--- config.mk ---
export PLATFORM = sky130hd
export DESIGN_NAME = periodic_timer_table
export DESIGN_NICKNAME = d
export VERILOG_FILES = /design/src/sv/ptt_pkg.sv /design/src/sv/ptt_front.sv /design/src/sv/ptt_back.sv /design/src/sv/periodic_timer_table.sv
export SDC_FILE = /design/constraint.sdc
export NUM_CORES = 1
export LEC_CHECK = 0
export BUFFER_PORTS_ARGS = -buffer_cell sky130_fd_sc_hd__clkbuf_2
export CORE_ASPECT_RATIO = 1.25
export CORE_MARGIN = 2
export CORE_UTILIZATION = 55
export DETAILED_ROUTE_END_ITERATION = 7
export PLACE_DENSITY = 0.7
export RECOVER_POWER = 50
export SYNTH_ARGS = -nofsm -noshare
export SYNTH_HDL_FRONTEND = slang
export SYNTH_SLANG_ARGS = --single-unit
--- constraint.sdc ---
create_clock -name aclk -period 11.3 [get_ports aclk]
set_input_delay 0.565 -clock aclk [delete_from_list [all_inputs] [get_ports aclk]]
set_output_delay 0.565 -clock aclk [all_outputs]
set_load 0.005 [all_outputs]
--- src/sv/ptt_pkg.sv ---
// Package for the periodic timer table: field widths, mode codes and the
// command record passed from the front end to the back end. No dependencies.
package ptt_pkg;

    localparam int SLOTS_DEF      = 16;
    localparam int MISC_FIRST_DEF = 8;
    localparam int MISC_LAST_DEF  = 15;
    localparam int ANY_SLOT       = 16;

    typedef enum logic [2:0] {
        MODE_TICK    = 3'd0,
        MODE_START   = 3'd1,
        MODE_STOP    = 3'd2,
        MODE_QUERY   = 3'd3,
        MODE_SUSPEND = 3'd4,
        MODE_RESUME  = 3'd5
    } mode_t;

    // One accepted command, as queued between front and back end
    typedef struct packed {
        logic [2:0]  mode;
        logic [31:0] now_ms;
        logic [4:0]  slot_id;
        logic [30:0] reload_ms;
        logic        once;
        logic [7:0]  handler_tag;
    } cmd_t;

    // One result item
    typedef struct packed {
        logic       fired;
        logic [3:0] out_slot;
        logic [7:0] out_handler;
        logic       status;
        logic       is_active;
        logic       last;
    } res_t;

endpackage

--- src/sv/ptt_front.sv ---
// Front end of the periodic timer table: two-entry command
// queue. Depends on ptt_pkg.
module ptt_front (
    input  logic           aclk,
    input  logic           aresetn,
    input  logic           in_valid,
    output logic           in_ready,
    input  ptt_pkg::cmd_t  in_cmd,
    output logic           q_valid,
    input  logic           q_ready,
    output ptt_pkg::cmd_t  q_cmd
);

    ptt_pkg::cmd_t mem_reg [2];
    logic          wr_ptr_reg, rd_ptr_reg;
    logic [1:0]    cnt_reg;
    logic          push, pop;

    assign in_ready = (cnt_reg != 2'd2);
    assign q_valid  = (cnt_reg != 2'd0);
    assign q_cmd    = mem_reg[rd_ptr_reg];
    assign push     = in_valid && in_ready;
    assign pop      = q_valid && q_ready;

    // Store incoming transaction
    always_ff @(posedge aclk) begin
        if (push) begin
            mem_reg[wr_ptr_reg] <= in_cmd;
        end
    end

    // Advance pointers and count
    always_ff @(posedge aclk) begin
        if (!aresetn) begin
            wr_ptr_reg <= 1'b0;
            rd_ptr_reg <= 1'b0;
            cnt_reg    <= 2'd0;
        end else begin
            if (push) wr_ptr_reg <= ~wr_ptr_reg;
            if (pop) rd_ptr_reg <= ~rd_ptr_reg;
            cnt_reg <= cnt_reg + {1'b0, push} - {1'b0, pop};
        end
    end

endmodule

--- src/sv/ptt_back.sv ---
// Back end of the periodic timer table: slot store and the walking sequencer
// that executes each command. Depends on ptt_pkg.
module ptt_back #(
    parameter int SLOTS      = ptt_pkg::SLOTS_DEF,
    parameter int MISC_FIRST = ptt_pkg::MISC_FIRST_DEF,
    parameter int MISC_LAST  = ptt_pkg::MISC_LAST_DEF
) (
    input  logic           aclk,
    input  logic           aresetn,
    input  logic           q_valid,
    output logic           q_ready,
    input  ptt_pkg::cmd_t  q_cmd,
    output logic           res_valid,
    input  logic           res_ready,
    output ptt_pkg::res_t  res
);

    localparam int IW = $clog2(SLOTS);
    localparam int CW = IW + 1;
    localparam int HI = (MISC_LAST > SLOTS - 1) ? SLOTS - 1 : MISC_LAST;
    localparam logic [CW-1:0] LO_C = CW'(MISC_FIRST);
    localparam logic [CW-1:0] HI_C = CW'(HI);
    localparam logic [CW-1:0] LAST_C = CW'(SLOTS - 1);
    localparam logic [CW-1:0] ONE_C = CW'(1);

    typedef enum logic [5:0] {
        ST_IDLE  = 6'b000001,
        ST_WALK  = 6'b000010,
        ST_FIND  = 6'b000100,
        ST_FREE  = 6'b001000,
        ST_EMIT  = 6'b010000,
        ST_FLUSH = 6'b100000
    } state_t;

    state_t        state_reg;
    ptt_pkg::cmd_t cmd_reg;
    logic [CW-1:0] idx_reg;
    logic          found_reg;
    logic          suspended_reg;
    logic [SLOTS-1:0] active_reg;
    logic [31:0]   start_reg   [SLOTS];
    logic [30:0]   delay_reg   [SLOTS];
    logic          once_reg    [SLOTS];
    logic [7:0]    handler_reg [SLOTS];
    ptt_pkg::res_t res_reg;
    logic          res_valid_reg;
    // Result produced by a walk step or a command, waiting for the output register
    ptt_pkg::res_t pend_reg;
    logic          pend_valid_reg;
    // Latest firing of the current walk, held until it is known whether it is the last
    ptt_pkg::res_t hold_reg;
    logic          hold_valid_reg;

    logic [IW-1:0] idx;
    logic [31:0]   elapsed;
    logic          fire;
    logic          slot_ok;
    logic          pend_free;
    logic          pend_drain;
    logic          pend_load;
    ptt_pkg::res_t pend_load_res;
    ptt_pkg::res_t fire_res;

    assign idx       = idx_reg[IW-1:0];
    assign elapsed   = cmd_reg.now_ms - start_reg[idx];
    assign fire      = active_reg[idx] && !elapsed[31] && (elapsed[30:0] > delay_reg[idx]);
    assign slot_ok   = (cmd_reg.slot_id < 5'(SLOTS));
    assign q_ready   = (state_reg == ST_IDLE);
    assign res_valid = res_valid_reg;
    assign res       = res_reg;
    assign pend_free  = !pend_valid_reg || !res_valid_reg || res_ready;
    assign pend_drain = pend_valid_reg && (!res_valid_reg || res_ready);

    // Build the firing result of the current walk step
    always_comb begin
        fire_res             = '0;
        fire_res.fired       = 1'b1;
        fire_res.out_slot    = 4'(idx);
        fire_res.out_handler = handler_reg[idx];
    end

    // Select what enters the pending register this cycle
    always_comb begin
        pend_load     = 1'b0;
        pend_load_res = '0;
        case (state_reg)
            ST_WALK: begin
                if (!suspended_reg && pend_free && fire && hold_valid_reg) begin
                    pend_load     = 1'b1;
                    pend_load_res = hold_reg;
                end
            end
            ST_FLUSH: begin
                if (pend_free && hold_valid_reg) begin
                    pend_load          = 1'b1;
                    pend_load_res      = hold_reg;
                    pend_load_res.last = 1'b1;
                end
            end
            ST_EMIT: begin
                if (pend_free) begin
                    pend_load          = 1'b1;
                    pend_load_res.last = 1'b1;
                    case (cmd_reg.mode)
                        ptt_pkg::MODE_START: begin
                            if (cmd_reg.slot_id == 5'(ptt_pkg::ANY_SLOT)) begin
                                if (found_reg) pend_load_res.out_slot = 4'(idx);
                                else pend_load_res.status = 1'b1;
                            end else if (slot_ok) begin
                                pend_load_res.out_slot = 4'(cmd_reg.slot_id);
                            end else begin
                                pend_load_res.status = 1'b1;
                            end
                        end
                        ptt_pkg::MODE_QUERY: begin
                            pend_load_res.is_active = slot_ok
                                && active_reg[cmd_reg.slot_id[IW-1:0]];
                        end
                        default: ;
                    endcase
                end
            end
            default: ;
        endcase
    end

    // Output register: load a pending result once free
    always_ff @(posedge aclk) begin
        if (!aresetn) begin
            res_valid_reg <= 1'b0;
        end else if (!res_valid_reg || res_ready) begin
            res_valid_reg <= pend_valid_reg;
            res_reg       <= pend_reg;
        end
    end

    // Pending register: take a new result or drain into the output register
    always_ff @(posedge aclk) begin
        if (!aresetn) begin
            pend_valid_reg <= 1'b0;
        end else if (pend_load) begin
            pend_valid_reg <= 1'b1;
            pend_reg       <= pend_load_res;
        end else if (pend_drain) begin
            pend_valid_reg <= 1'b0;
        end
    end

    // Command sequencer
    always_ff @(posedge aclk) begin
        if (!aresetn) begin
            state_reg      <= ST_IDLE;
            active_reg     <= '0;
            suspended_reg  <= 1'b0;
            hold_valid_reg <= 1'b0;
            idx_reg        <= '0;
            found_reg      <= 1'b0;
        end else begin
            case (state_reg)
                ST_IDLE: begin
                    if (q_valid) begin
                        cmd_reg   <= q_cmd;
                        found_reg <= 1'b0;
                        if (q_cmd.mode == ptt_pkg::MODE_TICK) begin
                            idx_reg   <= '0;
                            state_reg <= ST_WALK;
                        end else if (q_cmd.mode == ptt_pkg::MODE_START
                                     && q_cmd.slot_id == 5'(ptt_pkg::ANY_SLOT)) begin
                            idx_reg   <= LO_C;
                            state_reg <= ST_FIND;
                        end else begin
                            state_reg <= ST_EMIT;
                        end
                    end
                end
                // Walk slots one per cycle while the pending register is free, fire those that are due
                ST_WALK: begin
                    if (suspended_reg) begin
                        state_reg <= ST_IDLE;
                    end else if (pend_free) begin
                        if (fire) begin
                            hold_reg       <= fire_res;
                            hold_valid_reg <= 1'b1;
                            start_reg[idx] <= cmd_reg.now_ms;
                            if (once_reg[idx]) active_reg[idx] <= 1'b0;
                        end
                        if (idx_reg == LAST_C) begin
                            state_reg <= ST_FLUSH;
                        end
                        idx_reg <= idx_reg + ONE_C;
                    end
                end
                // Release the held firing as the final result of the tick
                ST_FLUSH: begin
                    if (!hold_valid_reg) begin
                        state_reg <= ST_IDLE;
                    end else if (pend_free) begin
                        hold_valid_reg <= 1'b0;
                        state_reg      <= ST_IDLE;
                    end
                end
                // Look for an active misc slot with the same handler
                ST_FIND: begin
                    if (MISC_FIRST > HI) begin
                        state_reg <= ST_EMIT;
                    end else if (active_reg[idx] && handler_reg[idx] == cmd_reg.handler_tag) begin
                        found_reg <= 1'b1;
                        state_reg <= ST_EMIT;
                    end else if (idx_reg == HI_C) begin
                        idx_reg   <= LO_C;
                        state_reg <= ST_FREE;
                    end else begin
                        idx_reg <= idx_reg + ONE_C;
                    end
                end
                // Otherwise take the first free misc slot
                ST_FREE: begin
                    if (!active_reg[idx]) begin
                        found_reg <= 1'b1;
                        state_reg <= ST_EMIT;
                    end else if (idx_reg == HI_C) begin
                        state_reg <= ST_EMIT;
                    end else begin
                        idx_reg <= idx_reg + ONE_C;
                    end
                end
                // Apply the single-result commands
                ST_EMIT: begin
                    if (pend_free) begin
                        state_reg <= ST_IDLE;
                        case (cmd_reg.mode)
                            ptt_pkg::MODE_START: begin
                                if (cmd_reg.slot_id == 5'(ptt_pkg::ANY_SLOT)) begin
                                    if (found_reg) begin
                                        start_reg[idx]   <= cmd_reg.now_ms;
                                        delay_reg[idx]   <= cmd_reg.reload_ms;
                                        once_reg[idx]    <= cmd_reg.once;
                                        handler_reg[idx] <= cmd_reg.handler_tag;
                                        active_reg[idx]  <= 1'b1;
                                    end
                                end else if (slot_ok) begin
                                    start_reg[cmd_reg.slot_id[IW-1:0]]   <= cmd_reg.now_ms;
                                    delay_reg[cmd_reg.slot_id[IW-1:0]]   <= cmd_reg.reload_ms;
                                    once_reg[cmd_reg.slot_id[IW-1:0]]    <= cmd_reg.once;
                                    handler_reg[cmd_reg.slot_id[IW-1:0]] <= cmd_reg.handler_tag;
                                    active_reg[cmd_reg.slot_id[IW-1:0]]  <= 1'b1;
                                end
                            end
                            ptt_pkg::MODE_STOP: begin
                                if (slot_ok) active_reg[cmd_reg.slot_id[IW-1:0]] <= 1'b0;
                            end
                            ptt_pkg::MODE_SUSPEND: suspended_reg <= 1'b1;
                            ptt_pkg::MODE_RESUME: begin
                                for (int i = 0; i < SLOTS; i++) begin
                                    if (active_reg[i]) start_reg[i] <= cmd_reg.now_ms;
                                end
                                suspended_reg <= 1'b0;
                            end
                            default: ;
                        endcase
                    end
                end
                default: state_reg <= ST_IDLE;
            endcase
        end
    end

endmodule

--- src/sv/periodic_timer_table.sv ---
// Periodic timer table. Each command is one transaction on the s_ stream and
// its results leave on the m_ stream, m_tlast marking the final result of the
// command. A tick walks all SLOTS slots one per cycle, pausing while the pending
// register cannot take a result, and returns one result per firing slot, none
// when nothing fires or the table is suspended; every other command returns
// exactly one result. A start to any slot searches the misc range for an active
// slot with the same handler, then for a free one. Each firing is held until the
// next one or the end of the walk so that its last flag is known. A two-entry
// queue keeps s_tready high while the back end works; a stalled receiver fills
// the output register, one pending result and the queue before s_tready drops.
// Top level: front end queue plus back end walker.
// Depends on ptt_pkg, ptt_front, ptt_back.
module periodic_timer_table #(
    parameter int SLOTS      = ptt_pkg::SLOTS_DEF,
    parameter int MISC_FIRST = ptt_pkg::MISC_FIRST_DEF,
    parameter int MISC_LAST  = ptt_pkg::MISC_LAST_DEF
) (
    input  logic        aclk,
    input  logic        aresetn,
    input  logic        s_tvalid,
    output logic        s_tready,
    // mode[2:0], now_ms[34:3], slot_id[39:35], reload_ms[70:40], once[71], handler_tag[79:72]
    input  logic [79:0] s_tdata,
    output logic        m_tvalid,
    input  logic        m_tready,
    // fired[0], out_slot[4:1], out_handler[12:5], status[13], is_active[14]
    output logic [15:0] m_tdata,
    output logic        m_tlast
);
    ptt_pkg::cmd_t in_cmd, q_cmd;
    ptt_pkg::res_t res;
    logic q_valid, q_ready;

    assign in_cmd = '{mode: s_tdata[2:0], now_ms: s_tdata[34:3], slot_id: s_tdata[39:35],
                      reload_ms: s_tdata[70:40], once: s_tdata[71],
                      handler_tag: s_tdata[79:72]};

    ptt_front u_front (.aclk, .aresetn, .in_valid(s_tvalid), .in_ready(s_tready),
                       .in_cmd, .q_valid, .q_ready, .q_cmd);

    ptt_back #(.SLOTS(SLOTS), .MISC_FIRST(MISC_FIRST), .MISC_LAST(MISC_LAST)) u_back (
        .aclk, .aresetn, .q_valid, .q_ready, .q_cmd,
        .res_valid(m_tvalid), .res_ready(m_tready), .res);

    assign m_tdata = {1'b0, res.is_active, res.status, res.out_handler, res.out_slot, res.fired};
    assign m_tlast = res.last;
endmodule

==> results.cfg <==
[routing]
wl_um = 131000
ant_nets = 0
vias_per_cell = 6.22
post-route-drc-count = 0
first_pass_iters = 6
vias = 29200
wl_per_cell_um = 28.0
drt_iter0_drc = 2862

[critical_path]
end_kind = register
required_ns = 11.68
critPathTopFamily = compound AO/OA/AOI/OAI gates
crit_slowest_cell = dfxtp_4
cp_slowest_stage_delay_ns = 0.92
critPathKind = reg2reg
cp.arrival_ns = 8.71
critPathBufInv = 3
crit_fanout = 53
critPathLaunchType = register

[sta]
hold_viol = 0
relSlewSlack_pct = -93.3
post-route-period-util_pct = 73.7
fin_setup_tns_ns = 0
slew_viol_final = 120
setup_viol = 0
layout_min_cycle_time_ns = 8.33
fin_skew_ns = 0.0359
rsz0062_at_grt = no
fmax_mhz = 120
tightestPinTransition_ns = 2.90

[min_path]
hp-class = in2reg
min_from = m_tready

[global_route]
grt_overflow = 0
grt_pass1_wl_um = 195000
grt_pass1_vias = 30200
grt_max_degree = 159
antenna_found_initial = 1
grtUsageTotal_pct = 24.2

[synth]
syn_area_per_cell_um2 = 20.4
synth.yosys.seq_area_share_pct = 74.5
async_flop_share_pct = 0
synth_cells = 2890
synth_top_cell_by_area = edfxtp_1
synth.distinct_cells = 86
synth_flop_cell = edfxtp_1
syn-num-nets = 3045
ys_seq_elements = 1477
yosys_warnings = 0
synth_area_leaders = edfxtp_1, mux4_2, mux2_2
synth_area_um2 = 59000
synth_top_area_share_pct = 73.1
synth-edff-count = 1436

[power_and_ir_drop]
power_frac_comb_pct = 11.2
p_leak_uw = 0.0211
p_int_uw = 9870
pwr-share-seq_pct = 51.9
powerDensity_nw_per_um2 = 195
clkPwrFrac_pct = 36.9
peakVddDrop_uv = 157
sw_frac_of_total_pct = 24.3
p_switching_uw = 3160

[run]
maxCapViolations = 3

[floorplan]
die_w_um = 297
core-area_um2 = 107000
start_util_pct = 55.3
dieArea_um2 = 110000
num_rows = 134
die_h_um = 370
io_pins = 103

[place]
dp.cells = 4350
portBuffers = 101
dp_hpwl_um = 73900
gp_congestion = 0.916

[clocking]
cts_tree = built
cts.sinks = 1477
root_buffer = clkbuf_16
path_clk_slew_ns = 0.06
clockBufferDepth = 3
cts_buffers = 143
ctsResizeCount = 0
clk_latency_ns = 0.77
h-tree-depth = 4

[run_status]
violations = max-capacitance violations, max-slew violations
status = finished, violations left

[finish]
area_growth_pct = 13.5
fin_nets = 3303
drive_gt1_share_pct = 24.3
n_antenna_cell = 0
finalNonFillerCells = 4688
largest_register_ffs = 512
## routing by layer
layer  vias up  GRT usage [%]  routed length (um)
met5         -              0                   0
met4         0           7.86                3580
met3       221           3.71                7640
met2      1110           41.6               68000
met1     15400           32.1               52200
li1      12400              -                   -
## placed cells by master (no fill, tap or decap), drive strengths merged, types with 6 or more instances in the layout
master | synthesis | layout
a211oi | 13 | 13
a21o | 22 | 22
a21oi | 76 | 76
a221oi | 14 | 14
a31oi | 16 | 16
and2 | 15 | 15
and3 | 16 | 16
buf | 47 | 50
bufinv | 0 | 16
clkbuf | 78 | 292
clkinv | 1 | 47
clkinvlp | 0 | 7
dfxtp | 41 | 41
dlygate4sd3 | 0 | 80
edfxtp | 1436 | 1436
ha | 70 | 70
inv | 87 | 91
mux2 | 89 | 89
mux2i | 31 | 31
mux4 | 352 | 352
nand2 | 107 | 107
nand2b | 20 | 20
nand3 | 17 | 17
nand4 | 15 | 15
nor2 | 80 | 80
nor2b | 8 | 8
nor3 | 11 | 11
nor4 | 6 | 6
o21ai | 55 | 55
o22ai | 16 | 16
o2bb2ai | 9 | 9
o31a | 6 | 6
o31ai | 23 | 23
or2 | 9 | 9
xnor2 | 31 | 31
xor2 | 12 | 12
## kinds of logic (layout without fill, tap and decap cells)
family                     after synthesis  count (layout)  synth area share, %
xor gates and xnor gates                43              43                0.639
adders and majority gates               71              71                 1.52
other                                    1               1              0.00636
and+or+nand+nor                        319             319                 2.63
muxes                                  472             472                 15.7
buffers and inverters                  213             583                 1.52
AOI/OAI and AO/OA                      294             294                 3.48
DFF                                   1477            1477                 74.5
## per-stage QoR
step                      instance area, um2  hold WS [ns]  util (%)  worst slack [ns]  power [uW]
after global routing                   66900         0.177      62.8              2.43       13500
after global placement                 61500         0.407      57.7              3.20        8240
after detailed placement               61500         0.405      57.7              3.03        8310
after floorplan                        59000         0.400         -              2.02        7770
after CTS                              67000        0.0858      62.9              2.95       13100
final                                  66900         0.163      62.8              2.97       13000
## path summary, 6_finish.rpt
path,end,slack (ns),cells after the start
hold reg to reg,u_back.res[2],0.41,0
hold / removal,u_back.res_valid,0.16,4
setup / recovery,u_back.start_reg[9][9],2.97,25
setup reg to reg,u_back.start_reg[9][9],2.97,25
## repair_timing
item / in CTS / in global routing
endpoints found under the hold margin: 160 / 0
buffers inserted: 0 / 0
hold buffers: 80 / 0
## layout make-up
cell class	instances	area [um2]
fill	7301	39700
timing repair buffer	238	1670
clock inverter	73	805
inverter	88	333
clock buffer	184	3930
multi-input combinational	1200	14400
sequential	1477	44000
tap	1428	1790
## power groups by stage
stage	Sequential [uW]	Combinational, uW	Clock (uW)
3_3_place_gp	6840	1400	0
5_1_grt	6800	1590	5110
2_1_floorplan	6730	1030	0
3_5_place_dp	6870	1440	0
6_report	6760	1460	4810
4_1_cts	6760	1470	4900
## worst register-to-register path, stage by stage (launching register included)
cell and delay [ns]:
dfxtp_4 0.92, buf_12 0.46, mux4_2 0.61, mux4_2 0.47
inv_1 0.09, ha_1 0.27, and3_1 0.20, a221oi_1 0.50
o2bb2ai_1 0.23, or2_2 0.36, a21o_1 0.20, nand4_1 0.09
nand2_1 0.09, a211oi_1 0.27, xnor2_1 0.13, ha_1 0.31
nand4_1 0.14, nor3_1 0.28, o221ai_1 0.19, o211ai_1 0.12
a21oi_1 0.12, nor2_1 0.17, o311a_4 0.33, a31oi_4 0.43
o31ai_4 0.43, buf_4 0.52
## synthesized netlist by cell type (5+ instances only)
cell type,count
a211oi_1,13
a21o_1,21
a21oi_1,73
a221oi_1,11
a31oi_1,15
and2_1,14
and3_1,15
buf_1,13
buf_2,21
buf_4,7
buf_6,6
clkbuf_1,78
dfxtp_1,41
edfxtp_1,1436
ha_1,70
inv_1,86
mux2_2,85
mux2i_1,31
mux4_2,352
nand2_1,107
nand2b_1,20
nand3_1,17
nand4_1,15
nor2_1,78
nor2b_1,8
nor3_1,10
nor4_1,5
o21ai_0,53
o22ai_1,16
o2bb2ai_1,9
o31a_1,5
o31ai_1,15
o31ai_2,8
or2_2,8
xnor2_1,31
xor2_1,12
Note: power is estimated with default switching activity, not from simulation.
